===== src/design/kvbfd_pkg.sv =====
// shared types and constants for the binary request-frame deframer
package kvbfd_pkg;

	// byte tags reported with each byte
	typedef enum logic [2:0] {
		CLS_COMMAND = 3'd0,
		CLS_TERM_PAD = 3'd1,
		CLS_KEY_LEN = 3'd2,
		CLS_VAL_LEN = 3'd3,
		CLS_KEY = 3'd4,
		CLS_VALUE = 3'd5,
		CLS_TRAIL = 3'd6
	} byte_class_t;

	// token counts reported with each result; nonzero only at the end of a good frame
	localparam logic [1:0] TOKENS_NONE = 2'd0;
	localparam logic [1:0] TOKENS_KEY_ONLY = 2'd2;
	localparam logic [1:0] TOKENS_KEY_VALUE = 2'd3;

	// reset value of the minimum command block size
	localparam logic [4:0] MIN_BLOCK_RESET = 5'd4;

	// one tagged result
	typedef struct packed {
		logic [7:0] byte_value;
		byte_class_t byte_class;
		logic frame_end;
		logic frame_ok;
		logic [1:0] token_count;
	} result_t;

endpackage


===== src/design/kvbfd_parser.sv =====
// frame parsing state and per-byte tagging logic
module kvbfd_parser (
	input logic clk,
	input logic arst_n,
	input logic accept,
	input logic [7:0] data_byte,
	input logic last_byte,
	input logic [4:0] min_block,
	output kvbfd_pkg::result_t result
);
	import kvbfd_pkg::*;

	typedef enum logic [7:0] {
		PH_CMD = 8'b0000_0001,
		PH_PAD = 8'b0000_0010,
		PH_KLEN = 8'b0000_0100,
		PH_VLEN = 8'b0000_1000,
		PH_KEY = 8'b0001_0000,
		PH_VAL = 8'b0010_0000,
		PH_TRAIL = 8'b0100_0000,
		PH_REJECT = 8'b1000_0000
	} phase_t;

	phase_t phase_q, phase_d;
	logic [4:0] block_seen_q, block_seen_d, block_inc;
	logic [1:0] len_idx_q, len_idx_d;
	logic [31:0] key_len_q, key_len_d, key_shift;
	logic [31:0] val_len_q, val_len_d, val_shift;
	logic [30:0] left_q, left_d, left_dec;
	byte_class_t cls;
	logic ok;

	// saturating block count, shifted lengths, body countdown
	assign block_inc = (block_seen_q == 5'd31) ? block_seen_q : block_seen_q + 5'd1;
	assign key_shift = {key_len_q[23:0], data_byte};
	assign val_shift = {val_len_q[23:0], data_byte};
	assign left_dec = (left_q != '0) ? left_q - 31'd1 : left_q;

	// next state and byte tag
	always_comb begin
		phase_d = phase_q;
		block_seen_d = block_seen_q;
		len_idx_d = len_idx_q;
		key_len_d = key_len_q;
		val_len_d = val_len_q;
		left_d = left_q;
		cls = CLS_TRAIL;
		unique case (phase_q) inside
			PH_CMD: begin
				cls = (data_byte == 8'd0) ? CLS_TERM_PAD : CLS_COMMAND;
				block_seen_d = block_inc;
				if (data_byte == 8'd0) begin
					phase_d = (block_inc >= min_block) ? PH_KLEN : PH_PAD;
				end
			end
			PH_PAD: begin
				cls = CLS_TERM_PAD;
				block_seen_d = block_inc;
				if (block_inc >= min_block) begin
					phase_d = PH_KLEN;
				end
			end
			PH_KLEN: begin
				cls = CLS_KEY_LEN;
				key_len_d = key_shift;
				len_idx_d = len_idx_q + 2'd1;
				if (len_idx_q == 2'd3) begin
					phase_d = PH_VLEN;
				end
			end
			PH_VLEN: begin
				cls = CLS_VAL_LEN;
				val_len_d = val_shift;
				len_idx_d = len_idx_q + 2'd1;
				if (len_idx_q == 2'd3) begin
					if (key_len_q[31] || val_shift[31]) begin
						phase_d = PH_REJECT;
					end else if (key_len_q != '0) begin
						left_d = key_len_q[30:0];
						phase_d = PH_KEY;
					end else if (val_shift != '0) begin
						left_d = val_shift[30:0];
						phase_d = PH_VAL;
					end else begin
						phase_d = PH_TRAIL;
					end
				end
			end
			PH_KEY: begin
				cls = CLS_KEY;
				left_d = left_dec;
				if (left_dec == '0) begin
					if (val_len_q != '0) begin
						left_d = val_len_q[30:0];
						phase_d = PH_VAL;
					end else begin
						phase_d = PH_TRAIL;
					end
				end
			end
			PH_VAL: begin
				cls = CLS_VALUE;
				left_d = left_dec;
				if (left_dec == '0) begin
					phase_d = PH_TRAIL;
				end
			end
			PH_TRAIL, PH_REJECT: begin
				cls = CLS_TRAIL;
			end
			default: begin
				cls = CLS_TRAIL;
			end
		endcase
	end

	// frame verdict on the last byte
	assign ok = last_byte && (phase_d == PH_TRAIL);
	always_comb begin
		result.byte_value = data_byte;
		result.byte_class = cls;
		result.frame_end = last_byte;
		result.frame_ok = ok;
		result.token_count = !ok ? TOKENS_NONE :
			(val_len_d != '0) ? TOKENS_KEY_VALUE : TOKENS_KEY_ONLY;
	end

	// state update, cleared after every frame
	always_ff @(posedge clk or negedge arst_n) begin
		if (!arst_n) begin
			phase_q <= PH_CMD;
			block_seen_q <= '0;
			len_idx_q <= '0;
			key_len_q <= '0;
			val_len_q <= '0;
			left_q <= '0;
		end else if (accept) begin
			if (last_byte) begin
				phase_q <= PH_CMD;
				block_seen_q <= '0;
				len_idx_q <= '0;
				key_len_q <= '0;
				val_len_q <= '0;
				left_q <= '0;
			end else begin
				phase_q <= phase_d;
				block_seen_q <= block_seen_d;
				len_idx_q <= len_idx_d;
				key_len_q <= key_len_d;
				val_len_q <= val_len_d;
				left_q <= left_d;
			end
		end
	end

endmodule


===== src/design/kv_binary_frame_deframer_core.sv =====
// top level of the binary request-frame deframer
// Tags each byte of a request frame with its role: command, terminator or pad,
// key length, value length, key, value or trailing. Input transactions carry
// data_byte and last_byte on in_valid/in_stall; each produces exactly one
// output transaction on out_valid/out_stall with the byte, its tag and, on the
// frame's last byte, frame_ok and token_count. Tags are issued before the
// frame's verdict is known, so a consumer drops the bytes of a failed frame.
// Throughput is one byte per cycle while in_stall is low. The frame parser is
// one pass of logic into the output register, or into the skid register while
// the output register is held. A two-entry output buffer (output register
// plus skid register) keeps input open while one result waits: in_stall
// rises only when both entries are full, and comes from a register.
// min_command_block is written over cfg_valid/cfg_ready (always ready) and
// must only change between frames while the block is idle.
// Reset clears the parser to the start of a frame, empties the output buffer
// and sets min_command_block to 4.
module kv_binary_frame_deframer_core (
	input logic clk,
	input logic arst_n,
	input logic in_valid,
	output logic in_stall,
	input logic [7:0] data_byte,
	input logic last_byte,
	output logic out_valid,
	input logic out_stall,
	output logic [7:0] byte_value,
	output logic [2:0] byte_class,
	output logic frame_end,
	output logic frame_ok,
	output logic [1:0] token_count,
	input logic cfg_valid,
	output logic cfg_ready,
	input logic [4:0] cfg_data
);
	import kvbfd_pkg::*;

	logic [4:0] min_block_q;
	logic in_acc, out_take;
	result_t res;
	result_t out_q, skid_q;
	logic out_valid_q, skid_valid_q;

	// configuration register
	assign cfg_ready = 1'b1;
	always_ff @(posedge clk or negedge arst_n) begin
		if (!arst_n) begin
			min_block_q <= MIN_BLOCK_RESET;
		end else if (cfg_valid && cfg_ready) begin
			min_block_q <= cfg_data;
		end
	end

	// handshakes
	assign in_stall = skid_valid_q;
	assign in_acc = in_valid && !skid_valid_q;
	assign out_take = out_valid_q && !out_stall;

	kvbfd_parser u_parser (
		.clk(clk),
		.arst_n(arst_n),
		.accept(in_acc),
		.data_byte(data_byte),
		.last_byte(last_byte),
		.min_block(min_block_q),
		.result(res)
	);

	// output register and skid register control
	always_ff @(posedge clk or negedge arst_n) begin
		if (!arst_n) begin
			out_valid_q <= 1'b0;
			skid_valid_q <= 1'b0;
		end else begin
			if (out_take) begin
				if (skid_valid_q) begin
					skid_valid_q <= 1'b0;
				end else begin
					out_valid_q <= in_acc;
				end
			end else if (in_acc) begin
				if (!out_valid_q) begin
					out_valid_q <= 1'b1;
				end else begin
					skid_valid_q <= 1'b1;
				end
			end
		end
	end

	// payload registers
	always_ff @(posedge clk) begin
		if (out_take) begin
			if (skid_valid_q) begin
				out_q <= skid_q;
			end else if (in_acc) begin
				out_q <= res;
			end
		end else if (in_acc) begin
			if (!out_valid_q) begin
				out_q <= res;
			end else begin
				skid_q <= res;
			end
		end
	end

	// output ports
	assign out_valid = out_valid_q;
	assign byte_value = out_q.byte_value;
	assign byte_class = out_q.byte_class;
	assign frame_end = out_q.frame_end;
	assign frame_ok = out_q.frame_ok;
	assign token_count = out_q.token_count;

endmodule

===== config.mk =====
export PLATFORM = sky130hd
export DESIGN_NAME = kv_binary_frame_deframer_core
export DESIGN_NICKNAME = d
export VERILOG_FILES = /design/src/design/kvbfd_pkg.sv /design/src/design/kvbfd_parser.sv /design/src/design/kv_binary_frame_deframer_core.sv
export SDC_FILE = /design/constraint.sdc
export NUM_CORES = 1
export LEC_CHECK = 0
export BUFFER_PORTS_ARGS = -buffer_cell sky130_fd_sc_hd__buf_2
export CAP_MARGIN = 40
export CORE_MARGIN = 2
export CORE_UTILIZATION = 23
export DETAILED_ROUTE_END_ITERATION = 10
export SLEW_MARGIN = 30
export SYNTH_ARGS = -nofsm -noshare
export SYNTH_HDL_FRONTEND = slang
export SYNTH_SLANG_ARGS = --single-unit

===== constraint.sdc =====
create_clock -name clk -period 5.55 [get_ports clk]
set_input_delay 0.555 -clock clk [delete_from_list [all_inputs] [get_ports clk]]
set_output_delay 0.555 -clock clk [all_outputs]
set_load 0.01 [all_outputs]

**Word level (Yosys, flattened, before mapping)**

Cells that the tools add are included.

- Flip-flop bits (word level): 147
- Bits of input ports: 19
- Logic and storage cells: 114

- Add/subtract/negate cells: 3
- $lt $le $gt $ge: 1
- Eq/ne operators: 14
- Muxes and demuxes: 46
- Bitwise gates (word level): 1
- Reductions and logical operators: 30

Operator list:

| kind | number |
|---|---|
| 31-bit 2-to-1 mux | 8 |
| 32-bit 2-to-1 mux | 4 |
| 32-bit nonzero test | 4 |
| 31-bit one-hot mux with 3 select lines | 1 |
| 15-bit 2-to-1 mux | 5 |
| 8-bit 2-to-1 mux | 9 |
| 8-bit one-hot mux with 6 select lines | 1 |
| 31-bit zero test | 1 |
| 31-bit nonzero test | 1 |
| 31-bit by 1-bit subtractor with 31-bit output, second input constant | 1 |
| 3-bit one-hot mux with 6 select lines | 1 |
| 5-bit 2-to-1 mux | 3 |
| 7-bit 2-to-1 mux | 2 |
| 2-bit nonzero test | 6 |
| 2-bit AND reduction | 5 |
| 8-bit by 1-bit equality test with 1-bit output, second input constant | 1 |
| 8-bit by 2-bit equality test with 1-bit output, second input constant | 1 |
| 8-bit by 3-bit equality test with 1-bit output, second input constant | 1 |
| 8-bit by 4-bit equality test with 1-bit output, second input constant | 1 |
| 8-bit by 5-bit equality test with 1-bit output, second input constant | 1 |
| 8-bit by 6-bit equality test with 1-bit output, second input constant | 1 |
| 8-bit by 7-bit equality test with 1-bit output, second input constant | 1 |
| 8-bit zero test | 1 |
| 1-bit 2-to-1 mux | 8 |
| 19 further kinds | 27 |

**Depth between registers and ports, before layout**

Gate-level depths: netlist of the first run.

- Word-level depth: 12
- Depth in mapped cells: 14
- Gate-level depth less buffers: 13

**By module**

From an unflattened synthesis of the first run, not the netlist that was laid out.

- Cell total of the unflattened synthesis: 806
- Area total of the unflattened synthesis: 8388.0 um^2

By module, submodules not included:

| module | instances | cells each | area each (um^2) | seq. area each (um^2) |
|---|---|---|---|---|
| kvbfd_parser | 1 | 734 | 6954.2 | 2753.9 |
| kv_binary_frame_deframer_core | 1 | 72 | 1433.9 | 1077.3 |

**Worst setup path before layout of the first run**

OpenSTA, ideal clock, no wires.

- Path kind: reg2reg
- Start point: register u_parser.left_q[4]
- End point: register out_q (netlist bit frame_ok), data pin
- Setup time: 0.165 ns
- Arrival time: 3.947 ns
- Required time: 5.385 ns
- Path slack: 1.438 ns
- Cell stages (with the launch flop): 13
- Period minus slack after synthesis: 4.112 ns
- Cell sequence: dfrtp_1 buf_2 or4_4 or4_1 buf_2 or3_4 buf_6 or3_4 a221oi_2 nand3_2 or4_1 a211o_1 o31ai_2

- Longest elaborated chain between the ends: 10
- Elaborated cells on any way between the ends: 14

RTL lines:

| element | RTL line | source |
|---|---|---|
| start: declaration | kvbfd_parser.sv:29 | `logic [30:0] left_q, left_d, left_dec;` |
| start signal: assignment | kvbfd_parser.sv:151 | `left_q <= left_d;` |
| 31-bit by 1-bit subtractor with 31-bit output / 31-bit nonzero test (equally long branches) | kvbfd_parser.sv:37 | `assign left_dec = (left_q != '0) ? left_q - 31'd1 : left_q;` |
| 31-bit 2-to-1 mux (*) | kvbfd_parser.sv:37 |  |
| 31-bit zero test (*) | kvbfd_parser.sv:92, kvbfd_parser.sv:104 |  |
| 8-bit 2-to-1 mux, on equally long branches | kvbfd_parser.sv:104, kvbfd_parser.sv:92 |  |
| 8-bit one-hot mux with 6 select lines (*) | kvbfd_parser.sv:48 | `unique case (phase_q) inside` |
| 8-bit by 7-bit equality test with 1-bit output (*) | kvbfd_parser.sv:118 | `assign ok = last_byte && (phase_d == PH_TRAIL);` |
| 1-bit logical AND (*) | kvbfd_parser.sv:118 |  |
| 15-bit 2-to-1 mux, on equally long branches | kv_binary_frame_deframer_core.sv:99, kv_binary_frame_deframer_core.sv:95 |  |
| 15-bit 2-to-1 mux, on equally long branches | kv_binary_frame_deframer_core.sv:98, kv_binary_frame_deframer_core.sv:93 |  |
| 15-bit 2-to-1 mux (*) | kv_binary_frame_deframer_core.sv:92 | `if (out_take) begin` |
| end signal: assignment | kv_binary_frame_deframer_core.sv:94 | `out_q <= skid_q;` |
| end signal: assignment | kv_binary_frame_deframer_core.sv:96 | `out_q <= res;` |
| end signal: assignment | kv_binary_frame_deframer_core.sv:100 | `out_q <= res;` |
| end: declaration | kv_binary_frame_deframer_core.sv:40 | `result_t out_q, skid_q;` |

Mark *: on every way between the ends. The rest lies on a longest branch, timed or not. The select of a mux whose other input is x is not followed.
A chain may end at the register's enable or synchronous reset.

**Worst setup path in the final report of the first run**

- Start point: register u_parser.left_q[0]
- End point: register out_q (netlist bit frame_ok), data pin

Same word-level chain as after synthesis.

==> results, run 1 <==
- Of all flip-flops after synthesis, the portion carrying an async set or reset was 0.8069.
- The total negative setup slack is 0 ns.
- 0 antenna diodes ended up in the layout.
- The number of sinks on the clock net is 145.
- The ratio of cells with drive above 1 in the final layout is 0.1330.
- The post-synthesis cell area is 0.007816 mm^2.
- The sort of element at the start of the critical path is a register.
- The initial utilization of the core area, before any placement, comes to 0.2331.
- The shortest period the worst path allows is 4.647 ns.
- The number of gates resized after CTS was 0.
- In this run the cell area measured after placement is 0.008442 mm^2.
- For this block, the initial DRC count from the detailed router was 616.
- The TritonCTS buffer count is 17.
- The mean cell area of the mapped netlist is between 9 and 10 um^2.
- The clock tree root buffer cell is clkbuf_16.
- Along the worst path, the maximum fanout reaches 11.
- In the layout the commonest cells are 115 x dfrtp_1, 102 x nand2_1, 72 x a22o_1.
- The post-cts hold buffer count is 0.
- The via count of the first global-routing pass was ~6.3k.
- The net count of the finished layout is between 800 and 900.
- The library cell used most frequently in the layout, excluding fill and tap cells, is dfrtp_1.
- In the final routed layout, each cell accounts on average for roughly 19 um.
- Measured on the finished design, the core utilization comes to 0.2699.
- Using the TritonRoute via totals, the vias-per-cell ratio works out to 5.288.
- The worst setup path category is reg2reg.
- For this run, the detailed router's first-pass iteration total came to 5.
- 37 I/O pins were placed.
- The most used flip-flop cell after synthesis is dfrtp_1.
- The net switching power figure is 813.8 uW.
- The cell repeated most along the worst path is or4_1.
- The completed layout was analyzed and its total power is ~2.8 mW.
- The number of standard cells after synthesis is just over 800.
- Once detail routing completed, the nets flagged for antenna violations numbered 0.
- The largest single stage delay on the critical path is 0.67 ns.
- The worst setup path is captured at a register.
- The critical path data required time is between 5 and 6 ns.
- In this run the post-CTS setup repair buffer count came out at 0.
- The routability congestion estimate from global placement is between 0.9 and 1.
- The signal on the critical path passes through inv_1 -> ha_1 -> or4b_1 -> or4_1 -> o21bai_1 -> nor2_1 -> xnor2_1 -> or4_4 -> or4_1 -> a211o_1 -> o31ai_2.
- The share of the clock period used by the worst path after layout is 0.8372.
- The sequential cell fraction of total power is 0.445.
- The filler cell count in the final layout is between 3k and 4k.
- The area growth from synthesis to layout is 15.77%.
- The post-synthesis cell type count is 68.
- The final setup violation count is 0.
- On the final layout, the worst hold slack is approximately 0.33 ns.
- The initial antenna violation count came to 0.
- Setup repair after global routing left no endpoint under its margin.
- The peak ir drop on the vdd network is 0.0001594 V.
- The Yosys step of the flow raised 0 warnings.
- The clock insertion delay at the later pin of the skew report is around 0.44 ns.
- The die is 188.3 um wide.
- Of the total power, the clock network draws 0.385.
- The clock passes through at most 2 buffers.
- The die area is around 0.035 mm^2.
- Summed over all layers, the global routing overflow is 0.
- The core footprint is between 0.03 and 0.04 mm^2.
- The total routing resource utilization after global routing is 0.1344.
- The relative slew slack is 0.4561.
- Of the total power, the share spent switching nets is 0.2922.
- The max-slew violation count is 0.
- The combinational fraction of design power is 0.170.
- For this block, the via count after detailed routing is around 6.7k.
- The count of flip-flops with a built-in enable after synthesis is 28.
- TritonCTS built the clock tree.
- Data on the critical path arrives at its endpoint at slightly below 5 ns.
- The cell-internal power is just under 2 mW.
- Across the run, the number of max-cap violations was 0.
- The flow ran to the end, and the final reports show no timing, DRC or antenna violations.
- For this run, the top clock speed supported by timing is roughly 0.22 GHz.
- The H-tree generated during clock tree synthesis spans 4 levels.
- Dividing total power by cell area gives a power density of between 300 and 400 mW/mm^2.
- On the critical path, the stage with the largest delay is an instance of o21bai_1.
- The register bit total from synthesis is around 150.
- The post-route cell area is 0.009049 mm^2.
- Buffers placed on the I/O ports in this run total 35.
- The synthesized netlist net count is 833.
- Clock-pin slew was measured on the worst setup and hold paths at roughly 0.060 ns.
- Summed over all nets, the half-perimeter wirelength after detailed placement is 16770 um.
- For this design the static power due to leakage is approximately 4.0 nW.
- The floorplan row count is between 60 and 70.
- The final hold violation count came to 0.
- The wire length of the first global-routing pass is approximately 37000 um.
- The total DRC errors in the routed layout is 0.
- The total wire length after detailed routing is ~24000 um.
- At the pin with the least slew margin, the transition time is just over 0.8 ns.
- The overall die height is between 150 and 200 um.
- The sequential element share of the synthesized area is 0.4825.
- The pin count of the biggest net entering global routing is 60.
- The kind of path behind the tightest hold check is in2reg.
- The worst clock skew is about 0.011 ns.
## flip-flops by register name (all words and copies together) (netlist names)
name,cells
u_parser.block_seen_q,5
out_valid,1
frame_ok,1
u_parser.phase_q,8
token_count,1
frame_end,1
u_parser.val_len_q,32
byte_value,8
u_parser.left_q,31
byte_class,3
min_block_q,5
in_stall,1
skid_q,14
u_parser.key_len_q,32
u_parser.len_idx_q,2
## synth_stat cells (all sizes together) (3+ instances only)
library cell,number,area share
a211oi,49,0.047
a21o,5,0.0048
a21oi,34,0.022
a221oi,3,0.0042
a22o,72,0.081
a22oi,3,0.0029
a31oi,3,0.0024
and2,6,0.0048
and3,3,0.0024
buf,8,0.0064
clkbuf,56,0.027
dfrtp,115,0.37
edfxtp,28,0.11
ha,9,0.014
inv,13,0.0062
nand2,102,0.049
nand2b,6,0.0048
nand3,11,0.0077
nand4,10,0.0080
nor2,45,0.022
nor2b,6,0.0048
nor3,18,0.012
nor4,34,0.029
o211ai,4,0.0038
o21a,5,0.0048
o21ai,33,0.021
o22ai,3,0.0024
o31ai,38,0.037
or2,4,0.0032
or3,12,0.011
or4,12,0.012
or4b,3,0.0038
xnor2,9,0.010
xor2,13,0.015
## worst paths after layout
check | slack [ns] | to | cells past startpoint | from
setup / recovery | 0.90 | frame_ok | 11 | u_parser.left_q[0]
setup reg to reg | 0.90 | frame_ok | 11 | u_parser.left_q[0]
max in group asynchronous | 4.12 | u_parser.left_q[23] | 4 | arst_n
hold reg to reg | 0.51 | frame_end | 2 | skid_q[3]
min in group asynchronous | 0.54 | u_parser.key_len_q[29] | 2 | arst_n
hold / removal | 0.33 | min_block_q[3] | 3 | cfg_data[3]
## cell families (layout without fill, tap and decap cells)
kind of cell,count (synthesis),in the layout,synth area share
AO/OA/AOI/OAI,270,270,0.2540
other,1,1,0.0004798
buffers and inverters,77,99,0.03954
AND/OR/NAND/NOR,278,278,0.1802
adder cells (fa/ha/maj),9,9,0.01441
multiplexers,3,3,0.004162
XOR/XNOR,22,22,0.02465
flip-flops,145,145,0.4825
## metal layers
metal / wire length [um] / vias to the layer above / GRT usage
met5: 0 / - / 0
met4: 481 / 0 / 0.04177
met3: 1852 / 35 / 0.03688
met2: 10490 / 232 / 0.2015
met1: 10850 / 3372 / 0.1878
li1: - / 3103 / -
## stage by stage
stage,worst slack (ns),instances
2_1_floorplan,1.438,805
3_3_place_gp,1.097,1237
3_5_place_dp,0.9685,1238
4_1_cts,0.9511,1270
5_1_grt,0.6746,1275
6_report,0.9034,1275
## area by class of cell
type / count / area (um^2) / area share
well taps: 448 / 560.5 / 0.06195
flip-flops and latches: 145 / 3771 / 0.4168
inverters: 13 / 48.80 / 0.005393
clock buffers: 23 / 488.0 / 0.05393
clock inverters: 9 / 56.30 / 0.006222
multi-input cells: 583 / 3775 / 0.4172
repair buffers: 54 / 349.1 / 0.03858
## worst max-delay path, delay by kind of cell (launching register included)
kind | cells | cell delay, ns
and+or+nand+nor | 5 | 2.28
AOI/OAI and AO/OA | 3 | 1.30
DFF | 1 | 0.46
xor gates and xnor gates | 1 | 0.18
adders and majority gates | 1 | 0.14
buffers and inverters | 1 | 0.11
## power groups by stage
stage	Combinational, mW	Sequential, mW	Clock, mW
final	0.474	1.24	1.07
after global routing	0.532	1.25	1.13
after CTS	0.470	1.24	1.09
after detailed placement	0.467	1.26	0
after global placement	0.462	1.26	0
after floorplan	0.271	1.28	0
Power figures use the tool's default switching activity.
==> inputs of run 2 (changes only) <==
--- a/config.mk
+++ b/config.mk
@@ -5,6 +5,7 @@
 export SDC_FILE = /design/constraint.sdc
 export NUM_CORES = 1
 export LEC_CHECK = 0
+export ABC_AREA = 1
 export BUFFER_PORTS_ARGS = -buffer_cell sky130_fd_sc_hd__buf_2
 export CAP_MARGIN = 40
 export CORE_MARGIN = 2
==> constraint.sdc (replaced) <==
create_clock -name clk -period 4.85 [get_ports clk]
set_input_delay 0.485 -clock clk [delete_from_list [all_inputs] [get_ports clk]]
set_output_delay 0.485 -clock clk [all_outputs]
set_load 0.01 [all_outputs]
==> run 2 against run 1 <==
Worst setup slack better by 0.33 ns. Critical path depth up 7. Sequential share of layout area down 3.2 points. First-iteration DRC count up 51%. Utilization down 0.10 points. Sequential power up 15%. Cell area up 8.3%.
==> results, run 2 <==
- The final setup violation count is 0 (unchanged).
- The simple-gate share of the synthesized area came to 0.2365 (+0.05628).
- The violation count after the first detailed-routing iteration was 933 (+51%).
- The detailed placement HPWL is 20450 um (+22%).
- The initial antenna violation count is 0 (unchanged).
- The number of standard cells after synthesis is 1128 (+40%).
- The number of violations of the max-capacitance limit came to 0 (unchanged).
- The post-synthesis cell area was 0.008474 mm^2 (+8.4%).
- The critical path is of the reg2reg type.
- The tightest hold margin came to 0.08152 ns (-0.2439 ns).
- The run finished with clean final reports.
- By count the netlist is led by 250 x nand2_1, 164 x inv_1, 115 x dfrtp_1.
- The x dimension of the die is 196.0 um (+4.0%).
- The via count of the first global-routing pass is 7867 (+24%).
- The total instance count after detailed placement is 1601 (+29%).
- The root buffer cell chosen for the clock tree is clkbuf_16.
- The total DRC errors in the routed layout was 0 (unchanged).
- The critical path data required time is 5.02 ns (-0.80 ns).
- The die area is 0.03840 mm^2 (+8.2%).
- The register bit total from synthesis is 145 (unchanged).
- The post-route cell area is 0.009796 mm^2 (+8.3%).
- The final hold violation count is 0 (unchanged).
- The TritonCTS buffer count was 17 (unchanged).
- The final core area utilization came to 0.2689 (-0.0009980).
- The delay of the slowest cell on the worst path is 0.58 ns (-0.09 ns).
- The synthesized-area fraction occupied by ao, oa, aoi and oai cells was 0.1888 (-0.06520).
- The maximum level of the CTS H-tree is 4 (unchanged).
- The vias per cell was 4.889 (-7.6%).
- The number of inserted diodes came to 0 (unchanged).
- The slack of the worst reg-to-reg path is 1.23 ns (+0.33 ns).
- The clock insertion delay at the later pin of the skew report is 0.43 ns (about the same).
- The signal on the critical path passes through inv_2 -> ha_1 -> nand2_1 -> nor2_1 -> nand4_2 -> o21ai_1 -> nand2_1 -> nor2_1 -> nand2_1 -> nor2_4 -> nand4_2 -> buf_4 -> nand2_1 -> inv_1 -> nand2_1 -> nor2_1 -> nand4_1 -> a21oi_1.
- The clock-pin slew reported for the worst setup and hold paths after clock tree synthesis is 0.07 ns (about the same).
- The total routing resource utilization after global routing is 0.1430 (+0.008627).
- The synthesis-to-finish area growth is 15.59%.
- The async set-or-reset flop fraction in the synthesized netlist is 0.8069 (unchanged).
- The iteration count of the initial detailed-routing pass was 7 (+2).
- The multiplexer share of the synthesized area was 0.002658 (-0.001504).
- The total chip power is 4.220 mW (+52%).
- The total negative setup slack is 0 ns (unchanged).
- The total wire length after detailed routing is 26830 um (+13%).
- In the layout the commonest cells are 248 x nand2_1, 164 x inv_1, 115 x dfrtp_1.
- The synthesized design spends more area on one cell type than any other, namely dfrtp_1.
- The post-route worst setup slack is 1.229 ns (+0.3260 ns).
- The largest registers in the layout are u_parser.key_len_q x32, u_parser.val_len_q x32, u_parser.left_q x31.
- The sort of element at the start of the critical path is a register.
- In the post-synthesis netlist, the cell with the most instances is nand2_1.
- The post-synthesis cell type count is 45 (-34%).
- The overall die height was 196.0 um (+4.0%).
- The relative slew slack was 0.5272 (+0.07106).
- The sort of element at the end of the critical path is a register.
- The cell with the largest stage delay on the worst path is nand4_2.
- The number of cells upsized or downsized after cts came to 0 (unchanged).
- The floorplan row count is 70 (+4.5%).
- The clock tree from TritonCTS is yes.
- The share of the synthesized area in the top cell type is 0.3396 (-0.02859).
- The largest fanout on the critical path is 31 (+20).
- The residual overflow from global routing is 0 (unchanged).
- The number of sinks on the clock net is 145 (unchanged).
- The mean cell area of the mapped netlist is 7.513 um^2 (-23%).
- The post-placement cell area is 0.009215 mm^2 (+9.2%).
- The maximum clock rate is 0.2762 GHz (+28%).
- The post-placement setup slack is 1.323 ns (+0.3549 ns).
- The worst clock skew is 0.008023 ns (-0.002889 ns).
- The final standard cell count with taps included and fillers excluded came to 1633 (+28%).
- The peak ir drop on the vdd network is 0.0002757 V (+73%).
- The xor/xnor share of the synthesized area is 0.01137 (-0.01328).
- The core footprint is 0.03643 mm^2 (+8.7%).
- The fraction of the mapped netlist area in adder cells was 0.01329 (-0.001119).
- The power per cell area is 430.8 mW/mm^2 (+40%).
- The slew at the pin closest to its max-slew limit is 0.7076 ns (-0.1008 ns).
- Setup repair after global routing left no endpoint under its margin.
- The ratio of cells with drive above 1 in the final layout is 0.1167 (-0.01627).
- The effective utilization at floorplan is 0.2326 (-0.0005077).
- The worst-case clock buffer depth is 2 (unchanged).
- The remaining number of nets flagged by the antenna check after routing is 0 (unchanged).
- The pin count of the biggest net entering global routing is 48 (-20%).
- The number of warnings reported in the yosys synthesis log is 0 (unchanged).
- The cell repeated most along the worst path is nand2_1.
- The quantity of I/O buffers inserted on ports is 35 (unchanged).
- The largest family of logic cells by synthesized area is simple AND/OR/NAND/NOR gates.
- The post-cts hold buffer count is 0 (unchanged).
- In the synthesized netlist the dominant register cell turns out to be dfrtp_1.
- The routability congestion estimate from global placement is 0.9429 (+1.8%).
- The kind of path behind the tightest hold check is in2async.
- The leakage power summed over all cells came to 4.568 nW (+14%).
- The count of flip-flops with a built-in enable after synthesis is 28 (unchanged).
- The max-slew violation count was 0 (unchanged).
- The number of buffers inserted by post-CTS setup repair is 0 (unchanged).
- The data arrival time of the worst path came to 3.79 ns (-1.13 ns).
- The shortest period the worst path allows is 3.621 ns (-1.026 ns).
- The top-level port count came to 37 (unchanged).
- The layout net count is 1180 (+40%).
- By area the synthesized netlist is led by dfrtp_1 34%, nand2_1 11%, edfxtp_1 9.9%, inv_1 7.3%, o22ai_1 6.3%.
- The wire length of the first global-routing pass is 43100 um (+16%).
- The total number of vias came to 7983 (+18%).
- The synthesized netlist net count is 1156 (+39%).
- The sequential element share of the synthesized area is 0.4450 (-0.03747).
- The share of the clock period used by the worst path after layout is 0.7465 (-0.09071).
- The average wire per standard cell came to 16.43 um (-12%).
- The most common library cell in the layout ignoring fill and taps is nand2_1.
## run 2: cell count changes after synthesis, sizes merged, moves of 14 or more
| cell | change |
|---|---|
| inv | +160 |
| a21oi | +41 |
| a211oi | -48 |
| nor2 | +62 |
| nand2 | +154 |
| nand4 | +19 |
| a22o | -72 |
| nand3 | +21 |
| clkbuf | -23 |
| nor4 | -14 |
| o22ai | +83 |
| o21ai | +77 |
| o31ai | -37 |
## run 2: final timing paths
kind                                          to  cells past startpoint                  start
max                               token_count[0]                     18     u_parser.left_q[0]
min                          u_parser.left_q[27]                      1                 arst_n
max reg2reg                       token_count[0]                     18     u_parser.left_q[0]
min reg2reg                u_parser.len_idx_q[1]                      2  u_parser.len_idx_q[1]
max in group asynchronous  u_parser.key_len_q[7]                      3                 arst_n
min in group clk                  min_block_q[4]                      3            cfg_data[4]
## run 2: power breakdown
group,switching (mW),internal [mW]
Combinational,1.02,0.461
Sequential,0.0659,1.37
Clock,0.574,0.736
## run 2: kinds of logic (layout without fill, tap and decap cells)
kind of cell / Yosys count / after routing
mux: 2 / 2
compound gates: 285 / 285
xor+xnor: 11 / 11
flops: 145 / 145
other cells: 1 / 1
fa+ha+maj: 9 / 9
simple gates: 454 / 454
buf+inv: 221 / 258
## run 2: area by class of cell
| class | instances | area, um^2 |
|---|---|---|
| fill | 3977 | 26640 |
| multi-input combinational | 762 | 3856 |
| sequential | 145 | 3771 |
| inverter | 175 | 656.9 |
| tap | 468 | 585.6 |
| clock buffer | 18 | 439.2 |
| timing repair buffer | 51 | 345.3 |
| clock inverter | 14 | 141.4 |
## run 2: critical path: cells and delay by family (launching register included)
| family | cells | cell delay, ns |
|---|---|---|
| AOI/OAI and AO/OA | 2 | 0.60 |
| DFF | 1 | 0.39 |
| adders and majority gates | 1 | 0.23 |
| and+or+nand+nor | 12 | 1.71 |
| buffers and inverters | 3 | 0.42 |
## run 2: layer usage
| metal | up-vias | share of wire | track usage |
|---|---|---|---|
| met5 | - | 0 | 0 |
| met4 | 0 | 0.029 | 0.05275 |
| met3 | 47 | 0.065 | 0.02321 |
| met2 | 296 | 0.47 | 0.2343 |
| met1 | 3800 | 0.44 | 0.1902 |
| li1 | 3840 | - | - |
==> inputs of run 3 (changes only) <==
==> constraint.sdc (replaced) <==
create_clock -name clk -period 3.69 [get_ports clk]
set_input_delay 0.369 -clock clk [delete_from_list [all_inputs] [get_ports clk]]
set_output_delay 0.369 -clock clk [all_outputs]
set_load 0.01 [all_outputs]
==> run 3 against run 2 <==
Clock power up 32%. Sequential cell count did not move. Sequential power up 31%. Power rose by 31%. Sequential share of layout area down 0.098 points. Maximum frequency rose by 14%. Clock skew grew 0.0051 ns. Combinational power rose by 30%. Wire length is 0.70% higher. First-iteration DRC count shrank 29%. Final cell count rose by 0.31%. Global-route usage hardly changed. Critical endpoint is now u_parser.left_q[9]. Largest power group unchanged.
==> results, run 3 (synthesis results as in run 2) <==
- The relative slew slack is 0.5457 (+0.01858).
- The power per cell area came to 564.1 mW/mm^2 (+31%).
- The wire length of the first global-routing pass was 43140 um (about the same).
- The total DRC errors in the routed layout is 0 (unchanged).
- The post-placement cell area is 0.009195 mm^2 (-0.22%).
- The critical path is of the reg2reg type.
- The shortest period the worst path allows is 3.187 ns (-0.4339 ns).
- The data arrival time of the worst path is 3.49 ns (-0.30 ns).
- The cell-internal power is 3.308 mW (+29%).
- The clock-pin slew reported for the worst setup and hold paths after clock tree synthesis was 0.08 ns (about the same).
- The TritonCTS buffer count is 17 (unchanged).
- The register area came to 0.003771 mm^2 (unchanged).
- The layout net count is 1185 (+0.42%).
- The worst clock skew is 0.01313 ns (+0.005104 ns).
- The pin count of the biggest net entering global routing is 59 (+23%).
- The total instance count after detailed placement came to 1603 (+0.12%).
- The library cells used most frequently in the layout, excluding fill and tap cells, are 248 x nand2_1, 164 x inv_1, 115 x dfrtp_1.
- The number of sinks on the clock net is 145 (unchanged).
- The x dimension of the die is 196.0 um (unchanged).
- The most common library cell in the layout ignoring fill and taps is nand2_1.
- The residual overflow from global routing came to 0 (unchanged).
- The iteration count of the initial detailed-routing pass is 7 (unchanged).
- The via count of the first global-routing pass is 7844 (-0.29%).
- The cell sitting at the root of the clock tree is a clkbuf_16.
- The number of inserted diodes was 0 (unchanged).
- TritonCTS built the clock tree.
- The final hold violation count is 0 (unchanged).
- The top-level port count came to 37 (unchanged).
- The switching share of power is 0.4029 (+0.01015).
- The maximum clock rate is 0.3138 GHz (+14%).
- The final setup violation count is 0 (unchanged).
- The initial antenna violation count is 0 (unchanged).
- The vias per cell is 4.871 (-0.37%).
- The final core area utilization is 0.2695 (+0.0006870).
- The total routing resource utilization after global routing is 0.1432 (+0.0001585).
- The critical path data required time is 3.99 ns (-1.03 ns).
- The filler cell count in the final layout is 3934 (-1.1%).
- The total negative setup slack is 0 ns (unchanged).
- The quantity of I/O buffers inserted on ports was 35 (unchanged).
- The max-slew violation count was 0 (unchanged).
- The effective utilization at floorplan is 0.2326 (unchanged).
- Setup repair after global routing left no endpoint under its margin.
- The combined area of the multi-input logic cells was 0.003856 mm^2 (unchanged).
- The peak ir drop on the vdd network came to 0.0003461 V (+26%).
- The net switching power figure is 2.232 mW (+35%).
- The leakage power summed over all cells is 4.595 nW (+0.59%).
- The total number of vias came to 7978 (-0.063%).
- The maximum level of the CTS H-tree was 4 (unchanged).
- The slew at the pin closest to its max-slew limit is 0.6790 ns (-0.02859 ns).
- The remaining number of nets flagged by the antenna check after routing is 0 (unchanged).
- The total wire length after detailed routing is 27020 um (+0.70%).
- The sequential cell fraction of total power is 0.339 (about the same).
- The number of violations of the max-capacitance limit is 0 (unchanged).
- The overall die height is 196.0 um (unchanged).
- The detailed placement HPWL is 20100 um (-1.7%).
- The synthesis-to-finish area growth is 15.89%.
- The total chip power is 5.540 mW (+31%).
- In the final layout, the registers with the most flip-flops are u_parser.key_len_q x32, u_parser.val_len_q x32, u_parser.left_q x31.
- The min-delay analysis places its worst path in the category in2reg.
- The number of cells upsized or downsized after cts is 0 (unchanged).
- The floorplan row count is 70 (unchanged).
- The die area was 0.03840 mm^2 (unchanged).
- The core footprint is 0.03643 mm^2 (unchanged).
- The clock insertion delay at the later pin of the skew report is 0.44 ns (about the same).
- The average wire per standard cell is 16.50 um (+0.39%).
- The share of the clock period used by the worst path after layout is 0.8636 (+0.1171).
- The post-route cell area came to 0.009821 mm^2 (+0.26%).
- The violation count after the first detailed-routing iteration is 665 (-29%).
- The final standard cell count with taps included and fillers excluded is 1638 (+0.31%).
- The combinational fraction of design power is 0.349 (about the same).
- The run finished with clean final reports.
- The share of power burned in the clock network came to 0.313 (+0.002).
- The ratio of cells with drive above 1 in the final layout is 0.1197 (+0.002920).
- The worst setup path is captured at a register.
- The largest fanout on the critical path is 34 (+9.7%).
- The worst-case clock buffer depth came to 2 (unchanged).
- STA classifies the critical path startpoint as a register.
- The routability congestion estimate from global placement is 0.9223 (-2.2%).
==> run 3: changes by cell type in the layout (fill, tap and decap cells not counted), sizes merged <==
cell         change
buf              +4
bufinv           -1
clkbuf           -1
clkinv           +2
clkinvlp         -3
dlygate4sd3      +1
inv              +3
==> run 3: power groups by stage <==
stage / Combinational, mW / Sequential, mW / Clock, mW
after floorplan: 1.33 / 1.92 / 0
after detailed placement: 1.90 / 1.91 / 0
final: 1.93 / 1.88 / 1.73
after global placement: 1.91 / 1.90 / 0
after global routing: 2.15 / 1.89 / 1.81
after CTS: 1.91 / 1.88 / 1.75
==> run 3: critical path: stages, from the launching register on <==
cell and delay [ns]:
dfstp_2 0.56, inv_1 0.06, nand2_1 0.10, nor3_1 0.06, nand2_2 0.44, inv_1 0.12
nand2_1 0.16, nor3_2 0.08, nand2_1 0.12, nand2_1 0.07, a211oi_2 0.50, nor2_2 0.22
inv_1 0.09, buf_4 0.29, o22ai_1 0.16
==> run 3: layout make-up <==
cell class,instances,area share
Clock buffer,17,0.04332
Clock inverter,15,0.01580
Inverter,175,0.06689
Multi-Input combinational cell,762,0.3927
Sequential cell,145,0.3840
Tap cell,468,0.05963
Timing Repair Buffer,56,0.03771
==> run 3: what timing repair did <==
action,CTS,global route
hold buffers,0,1
buffers inserted,0,0
hold endpoints to repair,0,22
setup endpoints to repair,0,0
==> run 3: worst paths after layout <==
path	slack [ns]	start	cells past startpoint	to
min	0.13	cfg_data[1]	3	min_block_q[1]
min in group asynchronous	0.43	arst_n	2	u_parser.left_q[30]
max in group asynchronous	2.37	arst_n	4	u_parser.left_q[20]
max reg2reg	0.50	u_parser.phase_q[0]	14	u_parser.left_q[9]
min reg2reg	0.49	u_parser.len_idx_q[1]	2	u_parser.len_idx_q[1]
max	0.50	u_parser.phase_q[0]	14	u_parser.left_q[9]
==> run 3: per-stage QoR <==
stage	worst slack, ns	hold WS, ns
3_5_place_dp	0.5365	0.4798
6_report	0.5033	0.1279
3_3_place_gp	0.5785	0.4724
4_1_cts	0.5217	0.06067
5_1_grt	0.2058	0.1535
2_1_floorplan	1.027	0.07341
==> run 3: routing by layer <==
layer	wire length [um]	track usage
met1	11740	0.1849
met2	12620	0.2337
met3	1716	0.02716
met4	935	0.06257
met5	0	0
